==> config.mk <==
export PLATFORM = sky130hd
export DESIGN_NAME = pps_disciplined_event_timestamp_top
export DESIGN_NICKNAME = d
export VERILOG_FILES = /design/src/hdl/pdet_pkg.sv /design/src/hdl/pdet_calc.sv /design/src/hdl/pps_disciplined_event_timestamp_top.sv
export SDC_FILE = /design/constraint.sdc
export NUM_CORES = 1
export LEC_CHECK = 0
export BUFFER_PORTS_ARGS = -buffer_cell sky130_fd_sc_hd__buf_4
export CORE_UTILIZATION = 49
export CTS_BUF_LIST = sky130_fd_sc_hd__clkbuf_4
export DETAILED_ROUTE_END_ITERATION = 8
export PLACE_DENSITY_LB_ADDON = 0.3
export SETUP_SLACK_MARGIN = 0.1
export SYNTH_ARGS = -nofsm -noshare
export SYNTH_HDL_FRONTEND = slang
export SYNTH_HIERARCHICAL = 1
export SYNTH_SLANG_ARGS = --single-unit
==> constraint.sdc <==
create_clock -name i_clk -period 4.4 [get_ports i_clk]
set_input_delay 0.44 -clock i_clk [delete_from_list [all_inputs] [get_ports i_clk]]
set_output_delay 0.44 -clock i_clk [all_outputs]
set_load 0.05 [all_outputs]
==> src/hdl/pdet_pkg.sv <==
// Package with item kinds, counts and the step types shared by the event timestamp logic.
`default_nettype none

package pdet_pkg;

    // Default width of the free-running timer.
    localparam int unsigned COUNTER_WIDTH_DEF = 32;

    // Width of the captured tick and of the result fields.
    localparam int unsigned TICK_W = 32;

    // Item kinds.
    localparam logic [1:0] KIND_EVENT = 2'd0;
    localparam logic [1:0] KIND_PPS   = 2'd1;
    localparam logic [1:0] KIND_LOSS  = 2'd2;

    // The pulse count saturates at this value; timing is valid only there.
    localparam logic [1:0] FULL_COUNT = 2'd2;

    // Reset value of the loss timeout register.
    localparam logic [TICK_W-1:0] LOSS_TIMEOUT_RST = '1;

    // One result transaction.
    typedef struct packed {
        logic              time_valid;
        logic [TICK_W-1:0] second_length;
        logic [TICK_W-1:0] since_pulse;
    } t_result;

    // What one item does to the block state.
    typedef struct packed {
        logic       emit;
        logic       pulse_store;
        logic [1:0] count_next;
    } t_step_ctl;

endpackage

`default_nettype wire

==> src/hdl/pdet_calc.sv <==
// Combinational step logic: interval subtraction, validity compare and pulse count update.
`default_nettype none

module pdet_calc #(
    parameter int unsigned COUNTER_WIDTH = pdet_pkg::COUNTER_WIDTH_DEF
) (
    input  wire logic [1:0]                kind,
    input  wire logic [COUNTER_WIDTH-1:0]  ticks_w,
    input  wire logic [COUNTER_WIDTH-1:0]  last_pulse,
    input  wire logic [COUNTER_WIDTH-1:0]  prior_pulse,
    input  wire logic [1:0]                pulse_count,
    input  wire logic [pdet_pkg::TICK_W-1:0] loss_timeout,
    output pdet_pkg::t_step_ctl            ctl,
    output pdet_pkg::t_result              result
);

    localparam int unsigned CMP_W =
        (COUNTER_WIDTH > pdet_pkg::TICK_W) ? COUNTER_WIDTH : pdet_pkg::TICK_W;
    typedef logic [CMP_W-1:0] t_cmp;

    logic [COUNTER_WIDTH-1:0] second;
    logic [COUNTER_WIDTH-1:0] since;
    logic                     full;
    logic                     in_time;
    logic                     lost;

    // Differences wrap modulo the counter width.
    assign second  = last_pulse - prior_pulse;
    assign since   = ticks_w - last_pulse;
    assign full    = (pulse_count >= pdet_pkg::FULL_COUNT);
    assign in_time = (since <= second);
    assign lost    = (t_cmp'(since) > t_cmp'(loss_timeout));

    // Decide the state update and the result for this item.
    always_comb begin
        ctl.emit        = 1'b0;
        ctl.pulse_store = 1'b0;
        ctl.count_next  = pulse_count;
        result.time_valid    = 1'b0;
        result.second_length = '0;
        result.since_pulse   = '0;
        case (kind)
            pdet_pkg::KIND_PPS: begin
                ctl.pulse_store = 1'b1;
                if (!full) begin
                    ctl.count_next = pulse_count + 2'd1;
                end
            end
            pdet_pkg::KIND_LOSS: begin
                if (pulse_count != 2'd0 && lost) begin
                    ctl.count_next = 2'd0;
                end
            end
            pdet_pkg::KIND_EVENT: begin
                ctl.emit = 1'b1;
                if (full) begin
                    if (in_time) begin
                        result.time_valid    = 1'b1;
                        result.second_length = pdet_pkg::TICK_W'(second);
                        result.since_pulse   = pdet_pkg::TICK_W'(since);
                    end else begin
                        ctl.count_next = 2'd0;
                    end
                end
            end
            default: begin
                ctl.emit = 1'b0;
            end
        endcase
    end

endmodule

`default_nettype wire

==> src/hdl/pps_disciplined_event_timestamp_top.sv <==
// Top level of the PPS-disciplined event timestamp block.
// The block accepts one capture transaction per clock cycle when o_stall is low.
// An accepted external event goes through the input register and then the result
// register to the result port; the subtract-and-compare step runs between the
// input register and the result register.
// PPS and loss-check transactions update the pulse state and give no result.
// A waiting result stops new input only when an external event is held in the
// input register behind it. The loss timeout register is always ready.
`default_nettype none

module pps_disciplined_event_timestamp_top #(
    parameter int unsigned COUNTER_WIDTH = pdet_pkg::COUNTER_WIDTH_DEF
) (
    input  wire logic                         i_clk,
    input  wire logic                         i_rst_n,
    // Capture channel.
    input  wire logic                         i_valid,
    output logic                              o_stall,
    input  wire logic [1:0]                   i_kind,
    input  wire logic [pdet_pkg::TICK_W-1:0]  i_ticks,
    // Result channel.
    output logic                              o_valid,
    input  wire logic                         i_stall,
    output logic                              o_time_valid,
    output logic [pdet_pkg::TICK_W-1:0]       o_second_length,
    output logic [pdet_pkg::TICK_W-1:0]       o_since_pulse,
    // Loss timeout register write channel.
    input  wire logic                         i_cfg_valid,
    output logic                              o_cfg_ready,
    input  wire logic [pdet_pkg::TICK_W-1:0]  i_cfg_data
);

    typedef logic [COUNTER_WIDTH-1:0] t_cnt;

    logic                        r_in_valid;
    logic [1:0]                  r_kind;
    logic [pdet_pkg::TICK_W-1:0] r_ticks;
    logic                        r_out_valid;
    pdet_pkg::t_result           r_out;
    t_cnt                        r_last_pulse;
    t_cnt                        r_prior_pulse;
    logic [1:0]                  r_pulse_count;
    logic [pdet_pkg::TICK_W-1:0] r_loss_timeout;

    t_cnt                        ticks_w;
    pdet_pkg::t_step_ctl         ctl;
    pdet_pkg::t_result           result;
    logic                        out_free;
    logic                        in_adv;

    // Captured ticks reduced to the counter width.
    assign ticks_w = t_cnt'(r_ticks);

    pdet_calc #(
        .COUNTER_WIDTH(COUNTER_WIDTH)
    ) u_calc (
        .kind        (r_kind),
        .ticks_w     (ticks_w),
        .last_pulse  (r_last_pulse),
        .prior_pulse (r_prior_pulse),
        .pulse_count (r_pulse_count),
        .loss_timeout(r_loss_timeout),
        .ctl         (ctl),
        .result      (result)
    );

    // Handshake: the input stage moves on when it has no result or the result stage frees up.
    assign out_free = !r_out_valid || !i_stall;
    assign in_adv   = r_in_valid && (!ctl.emit || out_free);
    assign o_stall  = r_in_valid && !in_adv;

    assign o_cfg_ready     = 1'b1;
    assign o_valid         = r_out_valid;
    assign o_time_valid    = r_out.time_valid;
    assign o_second_length = r_out.second_length;
    assign o_since_pulse   = r_out.since_pulse;

    // Input register.
    always_ff @(posedge i_clk) begin
        if (!i_rst_n) begin
            r_in_valid <= 1'b0;
        end else if (!o_stall) begin
            r_in_valid <= i_valid;
        end
        if (!o_stall && i_valid) begin
            r_kind  <= i_kind;
            r_ticks <= i_ticks;
        end
    end

    // Result register.
    always_ff @(posedge i_clk) begin
        if (!i_rst_n) begin
            r_out_valid <= 1'b0;
        end else if (in_adv && ctl.emit) begin
            r_out_valid <= 1'b1;
        end else if (!i_stall) begin
            r_out_valid <= 1'b0;
        end
        if (in_adv && ctl.emit) begin
            r_out <= result;
        end
    end

    // Pulse state, updated as each transaction leaves the input stage.
    always_ff @(posedge i_clk) begin
        if (!i_rst_n) begin
            r_last_pulse  <= '0;
            r_prior_pulse <= '0;
            r_pulse_count <= 2'd0;
        end else if (in_adv) begin
            r_pulse_count <= ctl.count_next;
            if (ctl.pulse_store) begin
                r_prior_pulse <= r_last_pulse;
                r_last_pulse  <= ticks_w;
            end
        end
    end

    // Loss timeout register.
    always_ff @(posedge i_clk) begin
        if (!i_rst_n) begin
            r_loss_timeout <= pdet_pkg::LOSS_TIMEOUT_RST;
        end else if (i_cfg_valid && o_cfg_ready) begin
            r_loss_timeout <= i_cfg_data;
        end
    end

    // A valid result never reports an event later than the second length.
    a_valid_in_second: assert property (@(posedge i_clk) disable iff (!i_rst_n)
        (r_out_valid && r_out.time_valid) |-> (r_out.since_pulse <= r_out.second_length))
        else $error("valid result with since_pulse beyond second_length");

    // An invalid result carries zero intervals.
    a_invalid_zero: assert property (@(posedge i_clk) disable iff (!i_rst_n)
        (r_out_valid && !r_out.time_valid) |->
        (r_out.second_length == '0 && r_out.since_pulse == '0))
        else $error("invalid result with nonzero intervals");

    // A PPS capture always leaves a nonzero pulse count.
    a_pps_counts: assert property (@(posedge i_clk) disable iff (!i_rst_n)
        (in_adv && r_kind == pdet_pkg::KIND_PPS) |=> (r_pulse_count != 2'd0))
        else $error("pulse count zero after PPS capture");

    // A valid result is produced only with a full pulse count.
    a_valid_needs_full: assert property (@(posedge i_clk) disable iff (!i_rst_n)
        (in_adv && ctl.emit && result.time_valid) |-> (r_pulse_count == pdet_pkg::FULL_COUNT))
        else $error("valid result without two pulses");

    // A result taken into the result register stays until it is delivered.
    a_result_held: assert property (@(posedge i_clk) disable iff (!i_rst_n)
        (r_out_valid && i_stall) |=> (r_out_valid && $stable(r_out)))
        else $error("stalled result lost or changed");

endmodule

`default_nettype wire

## Word level (Yosys, flattened, before mapping)

Index checks and enable logic that the tools add are counted.

- Bits of input ports: 71
- Logic and storage cells: 53
- Register bits: 199
- Output and inout bits: 68

- Reductions and logical operators: 19
- Mux-type cells: 10
- Order comparisons: 3
- Equal/unequal tests: 7
- Add/subtract/negate cells: 3

Operators with widths:

| cell | number |
|---|---|
| $mux 65 | 1 |
| $sub 32x32->32 | 2 |
| $gt 32x32->1 | 1 |
| $le 32x32->1 | 1 |
| $mux 2 | 4 |
| $ne 2x1->1 const B | 3 |
| $pmux 2 s3 | 1 |
| $reduce_and 6->1 | 1 |
| $logic_and 1x1->1 | 5 |
| $logic_not 1->1 | 5 |
| $mux 1 | 4 |
| $ne 2x2->1 const B | 2 |
| $reduce_and 2->1 | 2 |
| $reduce_and 3->1 | 1 |
| $reduce_bool 3->1 | 1 |
| $add 2x1->2 const B | 1 |
| $eq 2x1->1 const B | 1 |
| $eq 2x2->1 const B | 1 |
| $ge 2x2->1 const B | 1 |
| $logic_not 2->1 | 1 |
| $logic_or 1x1->1 | 2 |
| $reduce_bool 2->1 | 1 |

## Logic depth before layout (Yosys ltp)

Gate-level depths: netlist of run 1.

- Depth in word-level cells: 9
- Mapped depth: 23
- Mapped depth without buffers: 22

## Hierarchy

The synthesis of run 1 kept the hierarchy.

By module, submodules not included:

| module | times used | sequential area each (sq um) | area an instance (sq um) | cells an instance |
|---|---|---|---|---|
| pps_disciplined_event_timestamp_top | 1 | 4974.8 | 6711.4 | 468 |
| pdet_calc | 1 | 0.0 | 5501.5 | 794 |

## Worst setup path after synthesis of run 1

OpenSTA, ideal clock, no wires.

- Kind: register -> register
- Start: register r_ticks[15] in the netlist's numbering
- End: register r_out, in the netlist o_since_pulse[17] (data pin)
- Path buffers: 3
- Data required time: 4.268 ns
- Slack: 0.074 ns
- Library setup time: 0.132 ns
- Cell stages (with the launch flop): 21
- Data arrival time: 4.194 ns
- Period minus slack after synthesis: 4.326 ns
- Path through: edfxtp_1 ha_1 buf_2 nand4_2 nor3_2 or4b_4 o21ai_2 o21ai_2 o21ai_2 mux2i_1 nand4_1 ha_1 nand4_1 nor4_1 nand2_1 a211o_1 or2_1 buf_4 inv_6 buf_6 o311a_1

- Cells in the longest elaborated chain, start to end: 3

RTL lines:

| item | RTL line | source |
|---|---|---|
| start: declaration | pps_disciplined_event_timestamp_top.sv:37 | `logic [pdet_pkg::TICK_W-1:0] r_ticks;` |
| start signal: assignment | pps_disciplined_event_timestamp_top.sv:87 | `r_ticks <= i_ticks;` |
| $sub 32x32->32 * | pdet_calc.sv:29 | `assign since = ticks_w - last_pulse;` |
| $le 32x32->1 | pdet_calc.sv:31 | `assign in_time = (since <= second);` |
| $reduce_and 3->1 (no line) | - |  |
| end signal: assignment | pps_disciplined_event_timestamp_top.sv:101 | `r_out <= result;` |
| end: declaration | pps_disciplined_event_timestamp_top.sv:39 | `pdet_pkg::t_result r_out;` |

Mark *: on every way between the ends. The rest lies on a longest branch, timed or not.
A chain may end at the register's enable or synchronous reset.

## Final worst setup path of run 1

- Start: register r_ticks[15] in the netlist's numbering
- End: register r_out, in the netlist o_since_pulse[19] (data pin)

Same word-level chain as after synthesis.

==> impl_metrics.toml, run 1 <==
[cells_and_area]
finalNetCount = 1803
fin_cells = 1939
fillers = 1973
syn2layout_area_growth_pct = 30.9
layout-drive-gt1-share = 0.266
final_cell_area_um2 = 16000

[pwr]
swShare = 0.335
seqPwrFrac = 0.454
p_per_area_nw_per_um2 = 278
internal_power_uw = 2960
p_total_uw = 4450
ir_drop_v = 0.000225
clkPwrFrac = 0.223
switching_power_uw = 1490
combPwrFrac = 0.322
leakagePower_uw = 0.00716

[drt]
wl_met2_um = 14100
drc = 0
dr.max_layer_used = "met4"
wl_um = 31600
vias = 10400
drt_iter0_drc = 902
wl_per_cell_um = 16.3
viasPerCell = 5.35
ant_nets = 0
dr.pass1.iters = 7
met3WireLength_um = 1690
wl_met1_um = 15100

[sta]
max_slew_margin = 0.217
rsz0062_at_grt = "yes"
hold_ws_ns = 0.0314
slew_violations = 0
fmax_mhz = 215
setup_ws_ns = -0.250
skew_ns = 0.0291
period_share = 1.06
worst_pin_slew_ns = 1.17
min_period_ns = 4.65
hold_viol = 0
finalSetupViolCount = 67

[worst_setup_path]
r2r_start = "r_ticks[15]"
timing.rr.end = "o_since_pulse[19]"
endpoint = "o_since_pulse[19]"
cpPeakStageDelay_ns = 0.51
cp-start-kind = "flop"
path_cells = "ha_1, nand4_4, nor3_4, or4b_4, o21ai_4, o21ai_2, o21ai_2, mux2i_2, nand4_1, ha_4, nand4_1, nor3_1, nand2_1, o211a_1, nand2_1, a211o_1, or2_4, buf_12, inv_8, and2_1"
timing.critical_path.required_ns = 4.82
path_depth = 20
cp_max_fo = 15
startpoint = "r_ticks[15]"
ff2ff_setup_slack_ns = -0.25
path_class = "flop to flop"
crit_buf_inv = 2
cp.arrival_ns = 5.07
cp-end-kind = "flop"
reg2reg_depth = 20
critical_path.top_delay_family = "simple AND/OR/NAND/NOR gates"
crit_path_top_delay_cell = "or4b_4"

[clock_tree]
htree_levels = 4
cts_buffers = 17
path_clk_slew_ns = 0.19
cts_tree = "done"
cts.sinks = 199
ctsRootBufferMaster = "clkbuf_4"
clk_path_buf_depth = 2
clock_latency_ns = 0.63

[placement]
place.gp.congestion = 0.937
dp.cells = 1824
port_buffers = 137
post-dp-hpwl_um = 23100
place_ws_ns = -0.389
postPlaceCellArea_um2 = 14500

[grt]
grt_usage = 0.248
grt_start_max_net_pins = 87
grt_pass1_wl_um = 50400
grt_pass1_vias = 10000
antenna_found_initial = 1
grt_overflow = 0

[synthesis]
synth_top_area_frac = 0.243
synth.most_common_cell = "nand2_1"
ys_async_sr_fraction = 0
synthTopCellsByArea = "edfxtp_1 24%, dfxtp_1 16%, ha_1 13%, mux2i_1 8.2%, nand2_1 5.5%"
synth_top_area_cell = "edfxtp_1"
synth_edf_count = 99
synthesis.area_um2 = 12200
synth_fp_nets = 1464
ys_top_cells_by_count = "179 x nand2_1, 129 x ha_1, 120 x inv_1"
avgSynthCellArea_um2 = 9.68
synth-seq-cells = 199
ys_types = 83
yosysWarnings = 6
ys.flop_type = "dfxtp_1"
synthCells = 1262
synth-seq-area-share = 0.407

[floorplan]
core_um2 = 24400
fp.dieH_um = 160
io-pin-count = 139
die_x_um = 160
design.die.area_um2 = 25600
initial_core_util = 0.501
rows = 57

[run]
max_cap_violations = 0

[run_status]
violations = "setup timing"
outcome = "complete, but fails checks"

[min_path]
hold_path.class = "input port to flop"
==> power groups by stage <==
stage          registers, µW  logic, µW  clock network (µW)
5_1_grt                 2030       1570                1100
3_5_place_dp            2060       1230                   0
3_3_place_gp            2060       1200                   0
2_1_floorplan           2060        740                   0
4_1_cts                 2020       1350                1030
6_report                2020       1430                 994
==> flip-flops by register name (all words and copies together), names as in the netlist <==
signal,cells
o_valid,1
o_second_length,32
r_pulse_count,2
r_kind,2
o_time_valid,1
r_in_valid,1
r_ticks,32
r_loss_timeout,32
o_since_pulse,32
r_last_pulse,32
r_prior_pulse,32
==> cells in the final DEF, fill, tap and decap left out, types with 18 or more instances in the layout <==
master         instances
mux2i_1               99
a21oi_1               66
buf_4                300
a21o_1                29
xnor2_1               37
inv_1                119
nand2_1              177
dfxtp_1               98
edfxtp_1              99
ha_1                 119
and2_1                31
nor2_1                66
clkbuf_4              18
dlygate4sd3_1         56
o21ai_0               24
nand4_1               23
==> final cells by class <==
cell class | instances | area (µm²) | share of cell area
Inverter | 121 | 459 | 0.0287
Timing Repair Buffer | 361 | 2890 | 0.181
Clock buffer | 18 | 135 | 0.00846
Clock inverter | 14 | 156 | 0.00979
Tap cell | 324 | 405 | 0.0254
Timing Repair inverter | 1 | 11.3 | 0.000705
Multi-Input combinational cell | 900 | 6950 | 0.435
Sequential cell | 199 | 4980 | 0.311
Antenna cell | 1 | 2.50 | 0.000157
==> tightest hold or removal path: cells and delay by family <==
kind                   cells  cell delay (ns)
buffers and inverters      1             0.08
and+or+nand+nor            1             0.06
muxes                      1             0.05
==> cells by family (layout without fill, tap and decap cells) <==
kind of cell	after synthesis	after routing	synth area share
simple gates	386	386	0.147
flops	199	199	0.407
fa+ha+maj	131	131	0.135
compound gates	228	228	0.126
other cells	1	2	0.000307
buf+inv	163	515	0.0615
xor+xnor	54	54	0.0400
mux	100	100	0.0820
==> through the flow <==
stage,setup TNS (ns),utilization
final,-13.00,0.655
after global routing,-30.46,0.655
after CTS,-2.41,0.645
after detailed placement,-20.24,0.593
after global placement,-12.35,0.593
after floorplan,0,-
==> layer usage <==
layer / track usage / up-vias
met2: 0.394 / 321
li1: - / 5112
met1: 0.350 / 4894
met5: 0 / -
met3: 0.0371 / 46
met4: 0.0753 / 0
==> worst min path at each step <==
| stage | from | end | slack, ns | depth (start not counted) |
|---|---|---|---|---|
| 2_1_floorplan | r_prior_pulse[10] | r_prior_pulse[10] | 0.43 | 2 |
| 3_3_place_gp | r_prior_pulse[24] | r_prior_pulse[24] | 0.44 | 2 |
| 3_5_place_dp | r_prior_pulse[3] | r_prior_pulse[3] | 0.45 | 2 |
| 4_1_cts | i_cfg_data[13] | r_loss_timeout[13] | 0.0006 | 3 |
| 5_1_grt | i_cfg_data[23] | r_loss_timeout[23] | 0.0005 | 3 |
| 6_report | i_cfg_data[13] | r_loss_timeout[13] | 0.03 | 3 |
==> timing repair <==
action	CTS	global route
pin swaps	31	27
setup buffers	17	10
endpoints found under the setup margin	67	67
hold buffers	55	1
gates resized for setup	58	30
hold endpoints to repair	55	1
gates cloned	1	0
No activity file was read; power rests on OpenSTA's default activity.
==> inputs of run 2 (changes only) <==
- ABC_AREA: not set -> 1
==> impl_metrics.toml, run 2 <==
[drt]
wl_per_cell_um = 16.6
dr.pass1.iters = 5
ant_nets = 0
wl_um = 39800
vias = 12300
drc = 0
drt_iter0_drc = 969
viasPerCell = 5.12

[min_path]
hold_path.class = "input port to flop"
hp-start = "i_cfg_data[3]"
hold_end = "r_loss_timeout[3]"
hold_depth = 3

[clock_tree]
cts_tree = "done"
cts.sinks = 199
ctsRootBufferMaster = "clkbuf_4"
clock_latency_ns = 0.65
path_clk_slew_ns = 0.16
cts_buffers = 17
clk_path_buf_depth = 2
htree_levels = 4

[synthesis]
ys_types = 44
synthTopCellsByArea = "edfxtp_1 22%, dfxtp_1 15%, nand2_1 12%, ha_1 12%, inv_1 10%"
synth-adder-area-share = 0.123
ys_top_cells_by_count = "438 x nand2_1, 376 x inv_1, 203 x nor2_1"
synth-compound-area-share = 0.0848
synth_top_family_by_area = "simple AND/OR/NAND/NOR gates"
synth-seq-cells = 199
synth.most_common_cell = "nand2_1"
synthSimpleGateAreaFrac = 0.260
ys_async_sr_fraction = 0
synth_top_area_frac = 0.221
ys.flop_type = "dfxtp_1"
muxShareOfSynthArea = 0
synth-seq-area-share = 0.370
synth_edf_count = 99
synth_fp_nets = 2051
synth_xor_area_frac = 0.0326
synth_top_area_cell = "edfxtp_1"
yosysWarnings = 6
synthCells = 1849
avgSynthCellArea_um2 = 7.27
synthesis.area_um2 = 13400

[placement]
postPlaceCellArea_um2 = 14700
place_ws_ns = 0.176
port_buffers = 137
post-dp-hpwl_um = 30000
place.gp.congestion = 0.974

[sta]
hold_viol = 0
worst_pin_slew_ns = 1.17
finalSetupViolCount = 0
period_share = 0.943
rsz0062_at_grt = "yes"
skew_ns = 0.0380
max_slew_margin = 0.218
min_period_ns = 4.15
fmax_mhz = 241
tns_ns = 0
setup_ws_ns = 0.251
slew_violations = 0

[run]
max_cap_violations = 0

[worst_setup_path]
cp-end-kind = "flop"
path_class = "flop to flop"
ff2ff_setup_slack_ns = 0.25
cp_max_fo = 26
cp-start-kind = "flop"
reg2reg_depth = 26
timing.critical_path.required_ns = 4.79
r2r_start = "r_last_pulse[2]"
timing.rr.end = "o_second_length[0]"
cp.arrival_ns = 4.54

[cells_and_area]
final_cell_area_um2 = 15900
final_cell_mix = "434 x nand2_1, 375 x inv_1, 198 x nor2_1, 156 x buf_4, 122 x ha_1"
multi_input_area_um2 = 6920
layout-drive-gt1-share = 0.122
final_common_cell = "nand2_1"
seq_area_um2 = 4980
finalCoreUtilization = 0.591
fillers = 2504
finalNetCount = 2242
syn2layout_area_growth_pct = 18.6

[pwr]
seqPwrFrac = 0.426
combPwrFrac = 0.367
ir_drop_v = 0.000240
swShare = 0.395
leakagePower_uw = 0.00814
p_per_area_nw_per_um2 = 304
switching_power_uw = 1920
internal_power_uw = 2930
clkPwrFrac = 0.207

[floorplan]
initial_core_util = 0.499
rows = 60
core_um2 = 27000
die_x_um = 168
design.die.area_um2 = 28100
fp.dieH_um = 168
io-pin-count = 139

[run_status]
outcome = "completed"

[grt]
grt_usage = 0.279
grt_pass1_wl_um = 60500
grt_pass1_vias = 11500
grt_start_max_net_pins = 67
grt_overflow = 0
antenna_found_initial = 1
[run 2: cell count changes in the layout (fill, tap and decap cells not counted), sizes merged, moves of 23 or more]
cell,before,now
and2,31,5
nand3,14,67
nand4,24,75
mux2i,100,0
xnor2,41,14
a21oi,74,112
buf,305,158
xor2,13,36
nand2,180,439
inv,128,393
nor2,75,215
[run 2: stage by stage]
step           power [µW]  cells  hold WS (ns)
3_3_place_gp         3720   2287         0.443
4_1_cts              4790   2384      0.000729
2_1_floorplan        3260   1849         0.429
3_5_place_dp         3750   2287         0.444
5_1_grt              5140   2395        0.0111
6_report             4850   2395        0.0392
[run 2: worst max-delay path by stage]
stage	depth (start not counted)	from	endpoint
after floorplan	27	r_ticks[0]	o_second_length[15]
after global placement	24	r_ticks[13]	o_since_pulse[19]
after detailed placement	22	r_ticks[4]	o_since_pulse[22]
after CTS	24	r_ticks[13]	o_second_length[0]
after global routing	25	r_ticks[2]	o_second_length[2]
final	26	r_last_pulse[2]	o_second_length[0]
[run 2: kinds of logic after synthesis]
family | count (synthesis)
compound gates | 206
xor+xnor | 50
fa+ha+maj | 131
buf+inv | 437
flops | 199
other cells | 1
simple gates | 825
[run 2: final cells by class]
cell class	instances	area share
sequential	199	0.313
multi-input combinational	1213	0.434
clock inverter	14	0.00856
timing repair buffer	225	0.118
inverter	384	0.0906
tap	341	0.0268
clock buffer	18	0.00848
antenna	1	0.000157
[run 2: critical path: stages (launching register included)]
cell	delay [ns]
dfxtp_1	0.40
inv_1	0.06
ha_2	0.38
nand3b_1	0.10
nand2_1	0.14
nand2_1	0.07
nand2_1	0.13
nand3_1	0.09
nand2_1	0.24
nand3_1	0.15
nand2_1	0.09
nand2_1	0.05
nand2_1	0.18
inv_1	0.10
ha_1	0.31
nand2_1	0.08
nor2_2	0.11
nor3b_4	0.25
and3_4	0.22
nand2_1	0.05
nand2_1	0.05
nand2_1	0.06
nand2_2	0.14
nor2_8	0.06
inv_4	0.13
buf_12	0.18
nor2_1	0.07
[run 2: per-layer routing]
layer,up-vias,part of all wire,track usage
met2,370,0.49,0.485
met5,-,0,0
met4,0,0.029,0.105
met1,5609,0.44,0.355
met3,62,0.046,0.0321
li1,6218,-,-
[run 2: power groups by stage]
stage          Combinational (µW)  Sequential, µW  Clock [µW]
2_1_floorplan                1160            2110           0
3_3_place_gp                 1610            2100           0
3_5_place_dp                 1640            2100           0
4_1_cts                      1700            2070        1020
5_1_grt                      1970            2080        1090
6_report                     1780            2070        1000
[run 2: what timing repair did]
item	in CTS	in global routing
hold buffers	65	1
endpoints found under the hold margin	65	1
setup buffers	0	7
gates resized for setup	0	38
endpoints found under the setup margin	0	66
==> inputs of run 3 (changes only) <==
- SYNTH_HIERARCHICAL: 1 -> not set
==> impl_metrics.toml, run 3 <==
[run_status]
outcome = "completed"

[grt]
grt_usage = 0.248
grt_pass1_vias = 9903
grt_overflow = 0
grt_start_max_net_pins = 67
antenna_found_initial = 1
grt_pass1_wl_um = 50200

[sta]
hold_viol = 0
fmax_mhz = 242
tns_ns = 0
skew_ns = 0.0207
slew_violations = 0
worst_pin_slew_ns = 0.972
finalSetupViolCount = 0
hold_ws_ns = 0.0256
period_share = 0.940
min_period_ns = 4.14
max_slew_margin = 0.348

[synthesis]
ys_top_cells_by_count = "220 x inv_1, 209 x nand2_1, 191 x a21oi_1"
synth.most_common_cell = "inv_1"
synthCells = 1482
synthesis.area_um2 = 12200
synth-seq-area-share = 0.407
synth_top_area_frac = 0.243
avgSynthCellArea_um2 = 8.25
ys.flop_type = "dfxtp_1"
synth_top_area_cell = "edfxtp_1"
yosysWarnings = 0
synth_fp_nets = 1683
ys_async_sr_fraction = 0
synth_edf_count = 99
synthTopCellsByArea = "edfxtp_1 24%, dfxtp_1 16%, ha_1 13%, a21oi_1 7.8%, inv_1 6.8%"
synth-seq-cells = 199
ys_types = 56

[pwr]
p_per_area_nw_per_um2 = 328
leakagePower_uw = 0.00682
ir_drop_v = 0.000164

[clock_tree]
clock_latency_ns = 0.62
htree_levels = 4
path_clk_slew_ns = 0.18
cts_buffers = 17
clk_path_buf_depth = 2
ctsRootBufferMaster = "clkbuf_4"
cts_tree = "done"
cts.sinks = 199

[placement]
port_buffers = 137
post-dp-hpwl_um = 24900
place.gp.congestion = 0.929
dp.cells = 1913

[worst_setup_path]
cp.arrival_ns = 4.61
crit_path_top_delay_cell = "edfxtp_1"
timing.critical_path.required_ns = 4.87
cp-end-kind = "flop"
cpPeakStageDelay_ns = 0.44
path_class = "flop to flop"
path_cells = "ha_1, a21oi_1, nand2_1, nand2_1, nand3_2, a21boi_4, nand3b_1, nand2_1, or2_0, nand2_1, inv_1, ha_1, nand2_1, nor2_1, nand2_2, nor4_4, nand4_1, nand2_4, nand3_2, clkbuf_16, nor2_1"
cp-start-kind = "flop"
worst_path_most_repeated_cell = "nand2_1"
cp_max_fo = 12

[min_path]
hold_path.class = "input port to flop"

[drt]
wl_um = 32500
viasPerCell = 5.31
dr.pass1.iters = 6
drc = 0
ant_nets = 0
wl_per_cell_um = 16.2
drt_iter0_drc = 847
vias = 10600

[cells_and_area]
syn2layout_area_growth_pct = 18.7
final_cell_mix = "219 x inv_1, 206 x nand2_1, 189 x a21oi_1, 149 x buf_4, 144 x nor2_1"
finalNetCount = 1866
final_common_cell = "inv_1"
fin_cells = 2003
layout-drive-gt1-share = 0.154

[floorplan]
core_um2 = 24400
fp.dieH_um = 160
io-pin-count = 139
die_x_um = 160
initial_core_util = 0.501
design.die.area_um2 = 25600
rows = 57

[run]
max_cap_violations = 0
[run 3: changes by cell type after synthesis, moves of 8 or more]
| cell | previous run | this run |
|---|---|---|
| nand2_1 | 438 | 209 |
| inv_1 | 376 | 220 |
| o21ai_0 | 27 | 136 |
| a21oi_1 | 112 | 191 |
| nand4_1 | 75 | 14 |
| nor2_1 | 203 | 148 |
| nand3_1 | 65 | 30 |
| buf_2 | 25 | 4 |
| o21ai_1 | 24 | 6 |
| a21oi_2 | 0 | 12 |
| xor2_1 | 36 | 28 |
[run 3: per-layer routing]
| metal | global-route usage | vias to the layer above | part of all wire |
|---|---|---|---|
| met5 | 0 | - | 0 |
| met4 | 0.0662 | 0 | 0.021 |
| met2 | 0.385 | 376 | 0.43 |
| li1 | - | 5326 | - |
| met1 | 0.363 | 4894 | 0.48 |
| met3 | 0.0309 | 46 | 0.064 |
[run 3: report_power, final]
part	switching, µW	total (µW)	internal (µW)
sequential	33.1	2040	2010
clock	711	1030	318
combinational	1060	1690	628
total	1810	4760	2960
[run 3: worst max-delay path, delay by kind of cell (launching register included)]
family / cells / cell delay [ns]
adder cells (fa/ha/maj): 2 / 0.68
buffers and inverters: 2 / 0.35
flip-flops: 1 / 0.44
AND/OR/NAND/NOR: 15 / 2.12
AO/OA/AOI/OAI: 2 / 0.39
[run 3: worst paths after layout]
path                                         from            endpoint  slack, ns  cells after the start
worst min-delay path               i_cfg_data[28]  r_loss_timeout[28]       0.03                      3
worst max-delay path                   r_ticks[2]    o_since_pulse[6]       0.26                     21
worst max register to register         r_ticks[2]    o_since_pulse[6]       0.26                     21
worst min register to register  r_loss_timeout[0]   r_loss_timeout[0]       0.48                      2
[run 3: what timing repair did]
| action | 4_1_cts | 5_1_grt |
|---|---|---|
| gates resized for setup | 0 | 23 |
| hold buffers | 44 | 0 |
| endpoints found under the hold margin | 44 | 0 |
| setup buffers | 0 | 8 |
| endpoints found under the setup margin | 0 | 65 |
[run 3: logic make-up (layout without fill, tap and decap cells)]
| logic type | after synthesis | count (layout) | share of synthesized area |
|---|---|---|---|
| buffers and inverters | 264 | 457 | 0.0858 |
| XOR/XNOR | 50 | 50 | 0.0377 |
| AND/OR/NAND/NOR | 446 | 449 | 0.156 |
| AO/OA/AOI/OAI | 392 | 392 | 0.179 |
| adder cells (fa/ha/maj) | 130 | 130 | 0.134 |
| other | 1 | 2 | 0.000307 |
| flip-flops | 199 | 199 | 0.407 |
[run 3: layout make-up]
| type | instances | area, µm² |
|---|---|---|
| Antenna cell | 1 | 2.50 |
| Clock buffer | 18 | 135 |
| Clock inverter | 14 | 160 |
| Fill cell | 2225 | 9880 |
| Inverter | 227 | 852 |
| Multi-Input combinational cell | 1022 | 6330 |
| Sequential cell | 199 | 4970 |
| Tap cell | 324 | 405 |
| Timing Repair Buffer | 198 | 1650 |
[run 3: metrics by stage]
stage | setup WS [ns] | power [µW] | util | cell area (µm²)
4_1_cts | 0.159 | 4690 | 0.585 | 14300
6_report | 0.263 | 4760 | 0.595 | 14500
3_5_place_dp | 0.188 | 3640 | 0.555 | 13500
2_1_floorplan | 0.989 | 3210 | - | 12200
3_3_place_gp | 0.362 | 3600 | 0.555 | 13500
5_1_grt | -0.00864 | 5060 | 0.595 | 14500
